[src/rtl/nearest_palette_colour_quantizer_defines.svh]
// Assertion helpers for the palette quantizer.
`ifndef NEAREST_PALETTE_COLOUR_QUANTIZER_DEFINES_SVH
`define NEAREST_PALETTE_COLOUR_QUANTIZER_DEFINES_SVH

// Same-cycle implication, disabled during reset.
`define NPQ_ASSERT_NOW(label, clk, rst, ante, cons) \
  label: assert property (@(posedge clk) disable iff (rst) (ante) |-> (cons)) \
    else $error("npq check failed");

// Next-cycle implication, disabled during reset.
`define NPQ_ASSERT_NEXT(label, clk, rst, ante, cons) \
  label: assert property (@(posedge clk) disable iff (rst) (ante) |=> (cons)) \
    else $error("npq check failed");

`endif

[src/rtl/npq_pkg.sv]
`default_nettype none

package npq_pkg;

  localparam int PALETTE_ENTRIES_MAX = 16;
  localparam int TREE_LEAVES         = 16;
  localparam int COLOR_W             = 8;
  localparam int ENTRY_W             = 4;
  localparam int DIST_W              = 18;
  localparam int RGB_W               = 24;
  localparam int PAIR_W              = 48;
  localparam int CFG_INDEX_W         = 4;
  localparam int CODE_W              = 8;
  localparam int SQ_W                = 2 * COLOR_W;

  localparam logic [COLOR_W-1:0] OPAQUE_ALPHA     = 8'hFF;
  localparam logic [CODE_W-1:0]  TRANSPARENT_CODE = 8'h0F;
  localparam int                 ENTRY_SHIFT      = 4;
  localparam logic [DIST_W-1:0]  DIST_NONE        = '1;
  localparam logic [DIST_W-1:0]  DIST_MAX         = 18'd195075;

  typedef struct packed {
    logic [ENTRY_W-1:0] entry;
    logic [DIST_W-1:0]  sq_dist;
  } cand_t;

  // a is the lower-numbered candidate and wins ties.
  function automatic cand_t min_cand(cand_t a, cand_t b);
    return (b.sq_dist < a.sq_dist) ? b : a;
  endfunction

endpackage

`default_nettype wire

[src/rtl/npq_lane.sv]
`default_nettype none

module npq_lane (
  input  wire logic                          clk,
  input  wire logic                          en,
  input  wire logic [npq_pkg::COLOR_W-1:0]   red,
  input  wire logic [npq_pkg::COLOR_W-1:0]   green,
  input  wire logic [npq_pkg::COLOR_W-1:0]   blue,
  input  wire logic [npq_pkg::RGB_W-1:0]     entry_rgb,
  output logic      [npq_pkg::DIST_W-1:0]    sq_dist
);
  import npq_pkg::*;

  logic [COLOR_W-1:0] er, eg, eb;
  logic [COLOR_W-1:0] dr, dg, db;
  logic [SQ_W-1:0]    sr, sg, sb;

  assign er = entry_rgb[23:16];
  assign eg = entry_rgb[15:8];
  assign eb = entry_rgb[7:0];

  // absolute differences, squares, sum: one register stage each
  always_ff @(posedge clk) begin
    if (en) begin
      dr      <= (red   >= er) ? (red   - er) : (er - red);
      dg      <= (green >= eg) ? (green - eg) : (eg - green);
      db      <= (blue  >= eb) ? (blue  - eb) : (eb - blue);
      sr      <= dr * dr;
      sg      <= dg * dg;
      sb      <= db * db;
      sq_dist <= DIST_W'(sr) + DIST_W'(sg) + DIST_W'(sb);
    end
  end

endmodule

`default_nettype wire

[config.mk]
export PLATFORM = sky130hd
export DESIGN_NAME = npq_lane
export DESIGN_NICKNAME = d
export VERILOG_FILES = /design/src/rtl/nearest_palette_colour_quantizer_defines.svh /design/src/rtl/npq_pkg.sv /design/src/rtl/npq_lane.sv
export SDC_FILE = /design/constraint.sdc
export NUM_CORES = 1
export LEC_CHECK = 0
export BUFFER_PORTS_ARGS = -buffer_cell sky130_fd_sc_hd__clkbuf_2
export CORE_UTILIZATION = 57
export CTS_CLUSTER_DIAMETER = 80
export DETAILED_ROUTE_END_ITERATION = 12
export GPL_TIMING_DRIVEN = 0
export PLACE_DENSITY = 0.77
export SYNTH_ARGS = -nofsm -noshare
export SYNTH_HDL_FRONTEND = slang
export SYNTH_SLANG_ARGS = --single-unit
[constraint.sdc]
create_clock -name clk -period 4.1 [get_ports clk]
set_input_delay 0.205 -clock clk [delete_from_list [all_inputs] [get_ports clk]]
set_output_delay 0.205 -clock clk [all_outputs]
set_load 0.1 [all_outputs]
# Yosys cells after proc, flatten, opt, wreduce, memory -nomap -nowiden
# Index checks and enable logic that the tools add are counted.
# word_totals
register_bits,90
inputBits,50
wordCells,24
# op_classes
add_sub_neg,8
mul,3
magnitude_cmp,3
muxes,3
# op_table
cell,n
multiplier 8 x 8 -> 16 bit,3
subtractor 8 bit,6
>= comparator 8 bit,3
two-way mux 8 bit,3
adder 17 x 16 -> 18 bit,1
adder 16 x 16 -> 17 bit,1

# Longest topological paths before layout
# Gate-level depths: netlist of run 1.
# logic_depth
ltp_word,2
ltp_mapped,17
ltp_nobuf,16

# Least setup slack after synthesis of run 1
# OpenSTA, ideal clock, no wires.
# synth_timing
kind,register -> register
start,register db[5]
end,"register sb[13], data pin"
setup_time_ps,258
t_arrival_ps,3981
required_time_ps,3842
setup_slack_ps,-139
path_stages_with_launch,15
period_less_slack_ps,4239
path_cell_list,edfxtp_1 > clkbuf_1 > inv_1 > nor2_1 > fa_1 > fa_1 > fa_1 > inv_1 > fa_1 > inv_1 > ha_1 > or3_1 > and3_1 > a31oi_1 > xnor2_1
# synth_via
elab_chain_len,1
# synth_lines
item,line_no,source
start: declaration,npq_lane.sv:15,"logic [COLOR_W-1:0] dr, dg, db;"
start signal: assignment,npq_lane.sv:27,db <= (blue >= eb) ? (blue - eb) : (eb - blue);
multiplier 8 x 8 -> 16 bit,npq_lane.sv:30,sb <= db * db;
end signal: assignment,npq_lane.sv:30,
end: declaration,npq_lane.sv:16,"logic [SQ_W-1:0] sr, sg, sb;"
# No other way between the ends.
# A chain may end at the register's enable or synchronous reset.

# Worst setup path after layout of run 1
# layout_timing
start,register dg[2]
end,"register sg[12], data pin"
# layout_via
elab_chain_len,1
# layout_lines
item,line_no,source
start: declaration,npq_lane.sv:15,
start signal: assignment,npq_lane.sv:26,dg <= (green >= eg) ? (green - eg) : (eg - green);
multiplier 8 x 8 -> 16 bit,npq_lane.sv:29,sg <= dg * dg;
end signal: assignment,npq_lane.sv:29,
end: declaration,npq_lane.sv:16,
# No other way between the ends.

==> impl_metrics.tcl, run 1 <==
set metrics [dict create \
    outcome "finished with violations" \
    failed_checks "negative setup slack" \
    clk_latency_ns 0.36 \
    diodes 0 \
    numCtsBuffers 9 \
    slew_headroom 0.631 \
    hold_start "entry_rgb[8]" \
    globalRouteMet2Util 0.410 \
    startpoint_type "flop" \
    fillers 1298 \
    setup_slack_ns -0.272 \
    finalSetupViolCount 13 \
    ys_warn_count 0 \
    grt.total_usage 0.233 \
    grtUsageMet3 0.0346 \
    dp_slack_ns -0.316 \
    gp_routability_congestion 0.859 \
    critical_path_buf_inv_count 5 \
    yosys.area.top_type_share 0.249 \
    rows 49 \
    crit_path_top_delay_cell "fa_1" \
    cp.required_ns 4.20 \
    vias 7827 \
    syn_area_sq_mm 0.0105 \
    dieArea_sq_mm 0.0189 \
    start_util 0.582 \
    antenna_found_initial 0 \
    rr_worst_depth 16 \
    hold_path_depth 3 \
    grt_pass1_wl_mm 34.3 \
    synth_cell_types 62 \
    yosysMostFrequentCell "inv_1" \
    ys_ff_latch 87 \
    async_reset_ff_frac 0 \
    die_h_microns 138 \
    slowest_delay_ns 0.52 \
    cts_buffer_depth 2 \
    viasPerCell 5.46 \
    ff_latch_area_sq_mm 0.00261 \
    syn_inst 1041 \
    globalRoute.busiestLayer "met2" \
    crit_type "reg -> reg" \
    max_freq_mhz 229 \
    path_clk_slew_ns 0.07 \
    layout_worst_path_cycle_share 1.07 \
    cpMostUsedCell "fa_1" \
    dpl_cell_area_sq_mm 0.0112 \
    cts.sinks 87 \
    cts_tree "done" \
    drive_gt1_frac 0.241 \
    postCtsHoldBufs 0 \
    cp-end-kind "flop" \
    drv_cap 0 \
    cp_top_family "adder cells" \
    ant_nets 0 \
    grt_pass1_vias 7539 \
    hold_violations 0 \
    synth_common_cells "inv_1, ha_1, fa_1" \
    port_buffers 67 \
    finClkSkew_ns 0.00944 \
    path_cells "buf_4, buf_4, nand2_1, fa_1, inv_2, fa_1, fa_1, inv_1, fa_1, inv_1, ha_4, nor3_2, o211ai_1, a31o_2, a21oi_2, xnor2_2" \
    synth_top_area_cell "edfxtp_1" \
    core_area_sq_mm 0.0180 \
    gr-total-overflow 0 \
    rr_startpoint "dg[2]" \
    root_buffer "clkbuf_16" \
    worst_pin_slew_ns 0.552 \
    critPathLaunch "dg[2]" \
    area_growth_pct 19.4 \
    multi_input_area_sq_mm 0.00756 \
    finish.utilization 0.695 \
    grt_start_max_net_pins 67 \
    dpl.hpwl_mm 15.2 \
    crit_fanout 6 \
    io_pins 68 \
    period_needed_ns 4.37 \
    drt_iter0_drc 392 \
    htreeDepth 3 \
    ys.flop_type "edfxtp_1" \
    drt_wl_total_mm 22.2 \
    cp.depth 16 \
    rsz0062_at_grt "true" \
    ys_seq_area_frac 0.249 \
    min_path_type "in -> reg" \
    nets 1495 \
    critical_path_arrival_ns 4.47 \
    dr.pass1.iters 5 \
    synthTopCellsByArea "edfxtp_1, fa_1, ha_1, inv_1, xnor2_1" \
    grtUsageMet1 0.294 \
    drc_errors 0 \
    final-max-slew-violation-count 0 \
    finalInstanceArea_sq_mm 0.0125 \
    fp.dieW_microns 138 \
    synth_edf_count 87 \
    synth_area_per_cell_sq_um 10.1 \
    wl_per_cell_microns 15.5 \
    holdWs_ns 0.290 \
]
[cell type report]
class | count | share of cell area
plain buffers | 13 | 0.00819
clock buffers | 9 | 0.0180
clock inverters | 7 | 0.00430
inverters | 182 | 0.0553
multi-input cells | 759 | 0.604
flip-flops and latches | 87 | 0.209
well taps | 229 | 0.0229
repair buffers | 148 | 0.0790
[state kept, by name, indices dropped and copies added (netlist names)]
name	flops
dg	8
db	8
sq_dist	18
sg	15
dr	8
sb	15
sr	15
[cell families after synthesis]
family | count (synthesis) | share of synthesized area
AOI/OAI and AO/OA | 160 | 0.104
xor gates and xnor gates | 82 | 0.0685
adders and majority gates | 245 | 0.362
buffers and inverters | 197 | 0.0727
DFF | 87 | 0.249
muxes | 19 | 0.0181
other | 1 | 0.000358
and+or+nand+nor | 250 | 0.126
[stage by stage]
stage	setup TNS [ns]	instances
finish	-0.750	1434
detailed placement	-3.15	1340
CTS	-0.0354	1409
global route	-2.47	1434
global placement	-2.60	1339
floorplan	0	1043
[worst paths after layout]
path | slack [ns] | endpoint
worst max-delay path | -0.27 | sg[12]
worst min-delay path | 0.29 | dg[0]
worst max register to register | -0.27 | sg[12]
worst min register to register | 0.58 | sr[0]
[layer usage]
metal | vias to the layer above | wire length, microns | share of wire
li1 | 3783 | - | -
met1 | 3761 | 9380 | 0.42
met2 | 231 | 11200 | 0.50
met3 | 52 | 893 | 0.040
met4 | 0 | 728 | 0.033
met5 | - | 0 | 0
[cell usage in the layout, fill, tap and decap left out, types with 5 or more instances in the layout]
cell       instances
inv_1            165
ha_1             133
fa_1              89
edfxtp_1          87
buf_4             72
clkbuf_2          67
and2_1            52
xnor2_1           49
nor2_1            46
nand2_1           41
o21ai_0           30
a21oi_1           29
xor2_1            28
mux2i_1           19
a21o_1            18
nor2b_1           17
inv_2             15
a21oi_2           15
o211ai_1          13
and2_4            13
ha_4              11
and3_1             9
nand2b_1           9
buf_6              9
clkbuf_16          9
nand3_1            8
nor3_1             8
fa_2               8
nor3_2             7
inv_6              6
nand2_2            6
nand3b_1           6
o21a_1             5
a31o_2             5
o21ai_1            5
[worst reg2reg max path, delay by kind of cell, from the launching register on]
| kind | cells | cell delay (ns) |
|---|---|---|
| and+or+nand+nor | 2 | 0.22 |
| AOI/OAI and AO/OA | 3 | 0.68 |
| xor gates and xnor gates | 1 | 0.09 |
| adders and majority gates | 5 | 2.16 |
| DFF | 1 | 0.51 |
| buffers and inverters | 5 | 0.45 |
[timing repair]
item / in CTS / in global routing
pin swaps: 43 / 69
cloned: 1 / 0
buffers inserted: 54 / 25
gates resized for setup: 44 / 75
hold endpoints to repair: 0 / 0
setup endpoints to repair: 16 / 16
Power of run 1 is left out: the tool's default activity adds up to more than one toggle a clock period on the data nets, which glitch-free logic cannot reach.
==> run 2: changes to the inputs <==
--- a/config.mk
+++ b/config.mk
@@ -11,6 +11,7 @@
 export DETAILED_ROUTE_END_ITERATION = 12
 export GPL_TIMING_DRIVEN = 0
 export PLACE_DENSITY = 0.77
+export RECOVER_POWER = 100
 export SYNTH_ARGS = -nofsm -noshare
 export SYNTH_HDL_FRONTEND = slang
 export SYNTH_SLANG_ARGS = --single-unit
==> run 2 against run 1 <==
Core utilization is 0.21 points lower; sequential share of layout area is 0.063 points higher; critical endpoint unchanged; critical path depth stayed put; non-clock buffer count stayed put; the flow finishes with violations (max-capacitance violations, max-slew violations, negative setup slack); final cell count stayed put; register-to-register slack hardly changed; sequential cell count stayed put.
==> impl_metrics.tcl, run 2 (synthesis gave the netlist of run 1 again) <==
set metrics [dict create \
    gr-total-overflow 0 \
    min_path_type "in -> reg" \
    start_util 0.582 \
    viasPerCell 5.42 \
    failed_checks "max-capacitance violations, max-slew violations, negative setup slack" \
    drive_gt1_frac 0.237 \
    final_common_cell "inv_1" \
    fp.dieW_microns 138 \
    dieArea_sq_mm 0.0189 \
    clk_latency_ns 0.36 \
    worst_pin_slew_ns 1.59 \
    vias 7775 \
    crit_path_top_delay_cell "fa_1" \
    ff2ff_setup_slack_ns -0.27 \
    rr_startpoint "dg[2]" \
    critPathLaunch "dg[2]" \
    setup_slack_ns -0.271 \
    slew_headroom -0.0593 \
    regMostFlops "sq_dist" \
    rsz0062_at_grt "true" \
    outcome "finished with violations" \
    startpoint_type "flop" \
    postCtsHoldBufs 0 \
    dp_slack_ns -0.316 \
    largest_register_ff_count 18 \
    max_freq_mhz 229 \
    dr.pass1.iters 5 \
    rows 49 \
    dpl_cell_area_sq_mm 0.0112 \
    core_area_sq_mm 0.0180 \
    antenna_found_initial 0 \
    finClkSkew_ns 0.0106 \
    io_pins 68 \
    ant_nets 0 \
    crit_fanout 6 \
    cp-end-kind "flop" \
    grt_start_max_net_pins 67 \
    dpl.hpwl_mm 15.2 \
    hold_start "entry_rgb[8]" \
    drv_cap 1 \
    finish.utilization 0.693 \
    die_h_microns 138 \
    cts_tree "done" \
    port_buffers 67 \
    numCtsBuffers 9 \
    final-max-slew-violation-count 67 \
    finalInstanceArea_sq_mm 0.0125 \
    drt_wl_total_mm 22.2 \
    r2r_end "sg[12]" \
    cp.required_ns 4.21 \
    root_buffer "clkbuf_16" \
    crit_type "reg -> reg" \
    path_clk_slew_ns 0.07 \
    cpMostUsedCell "fa_1" \
    drt_iter0_drc 352 \
    path_cells "buf_4, buf_4, nand2_1, fa_1, inv_2, fa_1, fa_1, inv_1, fa_1, inv_1, ha_4, nor3_2, o211ai_1, a31o_2, a21oi_2, xnor2_2" \
    gp_routability_congestion 0.859 \
    cts.sinks 87 \
    slowest_delay_ns 0.52 \
    period_needed_ns 4.37 \
    grt_pass1_wl_mm 34.3 \
    htreeDepth 3 \
    cts_buffer_depth 2 \
    nets 1495 \
    area_growth_pct 19.1 \
    rr_worst_depth 16 \
    critical_path_arrival_ns 4.48 \
    finalSetupViolCount 13 \
    grt.total_usage 0.233 \
    drc_errors 0 \
    hold_path_depth 3 \
    layout_worst_path_cycle_share 1.07 \
    grt_pass1_vias 7539 \
    hold_violations 0 \
    wl_per_cell_microns 15.5 \
    holdPathEnd "dg[0]" \
    most-common-layout-cells "inv_1, ha_1, fa_1" \
    diodes 0 \
]
## run 2: changes by cell type in the layout (fill, tap and decap cells not counted)
cell      before  now
clkbuf_1       4   10
buf_4         72   69
buf_16         1    0
clkbuf_2      67   65
## run 2: repair_timing
item,in CTS,in global routing
cloned,1,0
pin swaps,43,69
gates resized for setup,44,75
buffers inserted,54,25
endpoints found under the setup margin,16,16
## run 2: worst max-delay path by stage
stage                     endpoint  slack [ns]
after global routing        sg[12]       -0.30
after CTS                   sb[15]       -0.03
after detailed placement    sg[15]       -0.32
final                       sg[12]       -0.27
after floorplan             sb[15]        0.02
after global placement      sr[13]       -0.28
## run 2: final cells by class
type                            count  area (sq um)
Sequential cell                    87          2610
Clock buffer                        9           225
Timing Repair Buffer              148           952
Buffer                             13           103
Multi-Input combinational cell    759          7560
Clock inverter                      7          53.8
Tap cell                          229           287
Inverter                          182           693
Fill cell                        1304          5540
## run 2: layer usage
| layer | GRT usage | wire length (microns) | vias to the layer above |
|---|---|---|---|
| met4 | 0.0690 | 717 | 0 |
| met1 | 0.294 | 9360 | 3720 |
| li1 | - | - | 3784 |
| met3 | 0.0346 | 893 | 52 |
| met5 | 0 | 0 | - |
| met2 | 0.410 | 11200 | 219 |
## run 2: metrics by stage
step / hold slack [ns] / setup TNS (ns) / cells
final: 0.287 / -0.706 / 1434
after global routing: 0.303 / -2.47 / 1434
after CTS: 0.282 / -0.0354 / 1409
after detailed placement: 0.651 / -3.15 / 1340
after global placement: 0.647 / -2.60 / 1339
after floorplan: 0.317 / 0 / 1043
## run 2: critical path: cells and delay by family (launching register included)
kind / cells / cell delay (ns)
AO/OA/AOI/OAI: 3 / 0.68
XOR/XNOR: 1 / 0.09
adder cells (fa/ha/maj): 5 / 2.16
buffers and inverters: 5 / 0.45
flip-flops: 1 / 0.51
AND/OR/NAND/NOR: 2 / 0.22
Power of run 2 is left out for the same reason.
==> run 3: changes to the inputs <==
--- a/config.mk
+++ b/config.mk
@@ -5,12 +5,12 @@
 export SDC_FILE = /design/constraint.sdc
 export NUM_CORES = 1
 export LEC_CHECK = 0
+export ABC_AREA = 1
 export BUFFER_PORTS_ARGS = -buffer_cell sky130_fd_sc_hd__clkbuf_2
-export CORE_UTILIZATION = 57
+export CORE_UTILIZATION = 64
 export CTS_CLUSTER_DIAMETER = 80
 export DETAILED_ROUTE_END_ITERATION = 12
-export GPL_TIMING_DRIVEN = 0
-export PLACE_DENSITY = 0.77
+export PLACE_DENSITY = 0.81
 export RECOVER_POWER = 100
 export SYNTH_ARGS = -nofsm -noshare
 export SYNTH_HDL_FRONTEND = slang
==> constraint.sdc (replaced) <==
create_clock -name clk -period 4.8 [get_ports clk]
set_input_delay 0.24 -clock clk [delete_from_list [all_inputs] [get_ports clk]]
set_output_delay 0.24 -clock clk [all_outputs]
set_load 0.1 [all_outputs]
==> run 3 against run 2 <==
The run ends with max-capacitance violations, max-slew violations left; hold slack better by 0.026 ns; design area is 0.48% higher; core utilization is 0.33 points higher; register-to-register slack better by 0.89 ns; die area is 0.27% higher; wire length is 0.12% higher; clock skew is 0.0014 ns lower; clock-buffer cell count stayed put; setup slack better by 0.89 ns; critical path depth is 1 lower.
==> impl_metrics.tcl, run 3 <==
set metrics [dict create \
    most-common-layout-cells "nand2_1, inv_1, ha_1" \
    syn_inst 1570 \
    period_needed_ns 4.18 \
    post_cts_buffers 0 \
    diodes 0 \
    final-max-slew-violation-count 88 \
    syn_area_sq_mm 0.0118 \
    async_reset_ff_frac 0 \
    cp-end-kind "flop" \
    max_freq_mhz 239 \
    cts.sinks 87 \
    nets 1915 \
    core_area_sq_mm 0.0180 \
    grt_start_max_net_pins 88 \
    finClkSkew_ns 0.00924 \
    final_common_cell "nand2_1" \
    outcome "finished with violations" \
    stdcell_count 1854 \
    finish.utilization 0.696 \
    finalSetupViolCount 0 \
    ys_seq_area_frac 0.221 \
    synth_top_area_cell "edfxtp_1" \
    postCtsResizedCells 0 \
    hold_violations 0 \
    yosys.area.top_type_share 0.221 \
    grtUsageMet1 0.319 \
    wl_per_cell_microns 12.0 \
    htreeDepth 3 \
    layout_worst_path_cycle_share 0.870 \
    drv_cap 1 \
    clk_latency_ns 0.35 \
    viasPerCell 5.03 \
    grt_pass1_vias 8897 \
    port_buffers 67 \
    synth_area_per_cell_sq_um 7.52 \
    dpl.hpwl_mm 18.8 \
    antenna_found_initial 0 \
    drc_errors 0 \
    fp.dieW_microns 138 \
    min_path_type "in -> reg" \
    slew_headroom -1.96 \
    critical_path_arrival_ns 4.28 \
    drt_iter0_drc 503 \
    dr.pass1.iters 5 \
    globalRouteMet2Util 0.455 \
    rsz0062_at_grt "false" \
    failed_checks "max-capacitance violations, max-slew violations" \
    crit_fanout 10 \
    ant_nets 0 \
    synthTopCellsByArea "edfxtp_1, fa_1, ha_1, nand2_1, inv_1" \
    grt_pass1_wl_mm 38.4 \
    crit_type "reg -> reg" \
    drt_wl_total_mm 22.2 \
    finalInstanceArea_sq_mm 0.0125 \
    synth_common_cells "nand2_1, inv_1, ha_1" \
    gr-total-overflow 0 \
    root_buffer "clkbuf_16" \
    cts_tree "done" \
    dpl_cell_area_sq_mm 0.0123 \
    globalRoute.busiestLayer "met2" \
    ff2ff_setup_slack_ns 0.62 \
    dp_cells 1838 \
    vias 9319 \
    die_h_microns 138 \
    grtUsageMet3 0.0394 \
    cp.required_ns 4.90 \
    area_growth_pct 6.26 \
    ys.flop_type "edfxtp_1" \
    yosysMostFrequentCell "nand2_1" \
    largest_register_ff_count 18 \
    grt.total_usage 0.257 \
    worst_pin_slew_ns 4.44 \
    ys_ff_latch 87 \
    synth_edf_count 87 \
    postCtsHoldBufs 0 \
    io_pins 68 \
    ys_warn_count 0 \
    path_clk_slew_ns 0.06 \
    numCtsBuffers 9 \
    cts_buffer_depth 2 \
    dieArea_sq_mm 0.0190 \
    rows 49 \
    regMostFlops "sq_dist" \
    tns_ns 0 \
    drive_gt1_frac 0.0449 \
    start_util 0.655 \
    gp_routability_congestion 0.922 \
    startpoint_type "flop" \
    synth_cell_types 32 \
]
## run 3: per-layer routing
metal | up-vias | wire [microns]
met3 | 35 | 982
met2 | 208 | 10900
met4 | 0 | 558
met5 | - | 0
li1 | 4845 | -
met1 | 4231 | 9800
## run 3: cells by family after synthesis
kind of cell	after synthesis	share of synthesized area
flip-flops	87	0.221
XOR/XNOR	65	0.0482
adder cells (fa/ha/maj)	245	0.321
other	1	0.000318
multiplexers	1	0.000848
AO/OA/AOI/OAI	80	0.0358
buffers and inverters	433	0.140
AND/OR/NAND/NOR	658	0.232
## run 3: per-stage QoR
stage / hold slack, ns / setup WS, ns
final: 0.313 / 0.623
after floorplan: 0.352 / 0.777
after global routing: 0.322 / 0.394
after global placement: 0.638 / 0.753
after detailed placement: 0.643 / 0.658
after CTS: 0.304 / 0.639
## run 3: worst paths after layout
path	startpoint	endpoint	cells past startpoint
min	entry_rgb[16]	dr[0]	3
max reg2reg	db[5]	sb[13]	15
min reg2reg	db[0]	sb[0]	0
max	db[5]	sb[13]	15
## run 3: area by class of cell
cell class	instances	area, sq um
fill	1450	5480
timing repair buffer	67	308
multi-input combinational	1052	7510
tap	229	287
sequential	87	2610
clock inverter	7	95.1
clock buffer	9	225
inverter	403	1510
## run 3: worst max-delay path: stages, from the launching register on
cell and delay (ns):
edfxtp_1 0.57, nand2_1 0.12, inv_1 0.13, fa_1 0.45, fa_1 0.54, inv_1 0.05
fa_1 0.50, fa_1 0.54, inv_1 0.04, ha_1 0.34, nand2_1 0.14, a21oi_1 0.05
o21ai_0 0.24, nand3_1 0.11, nand2_1 0.07, nand2_1 0.04
Power of run 3 is left out for the same reason.
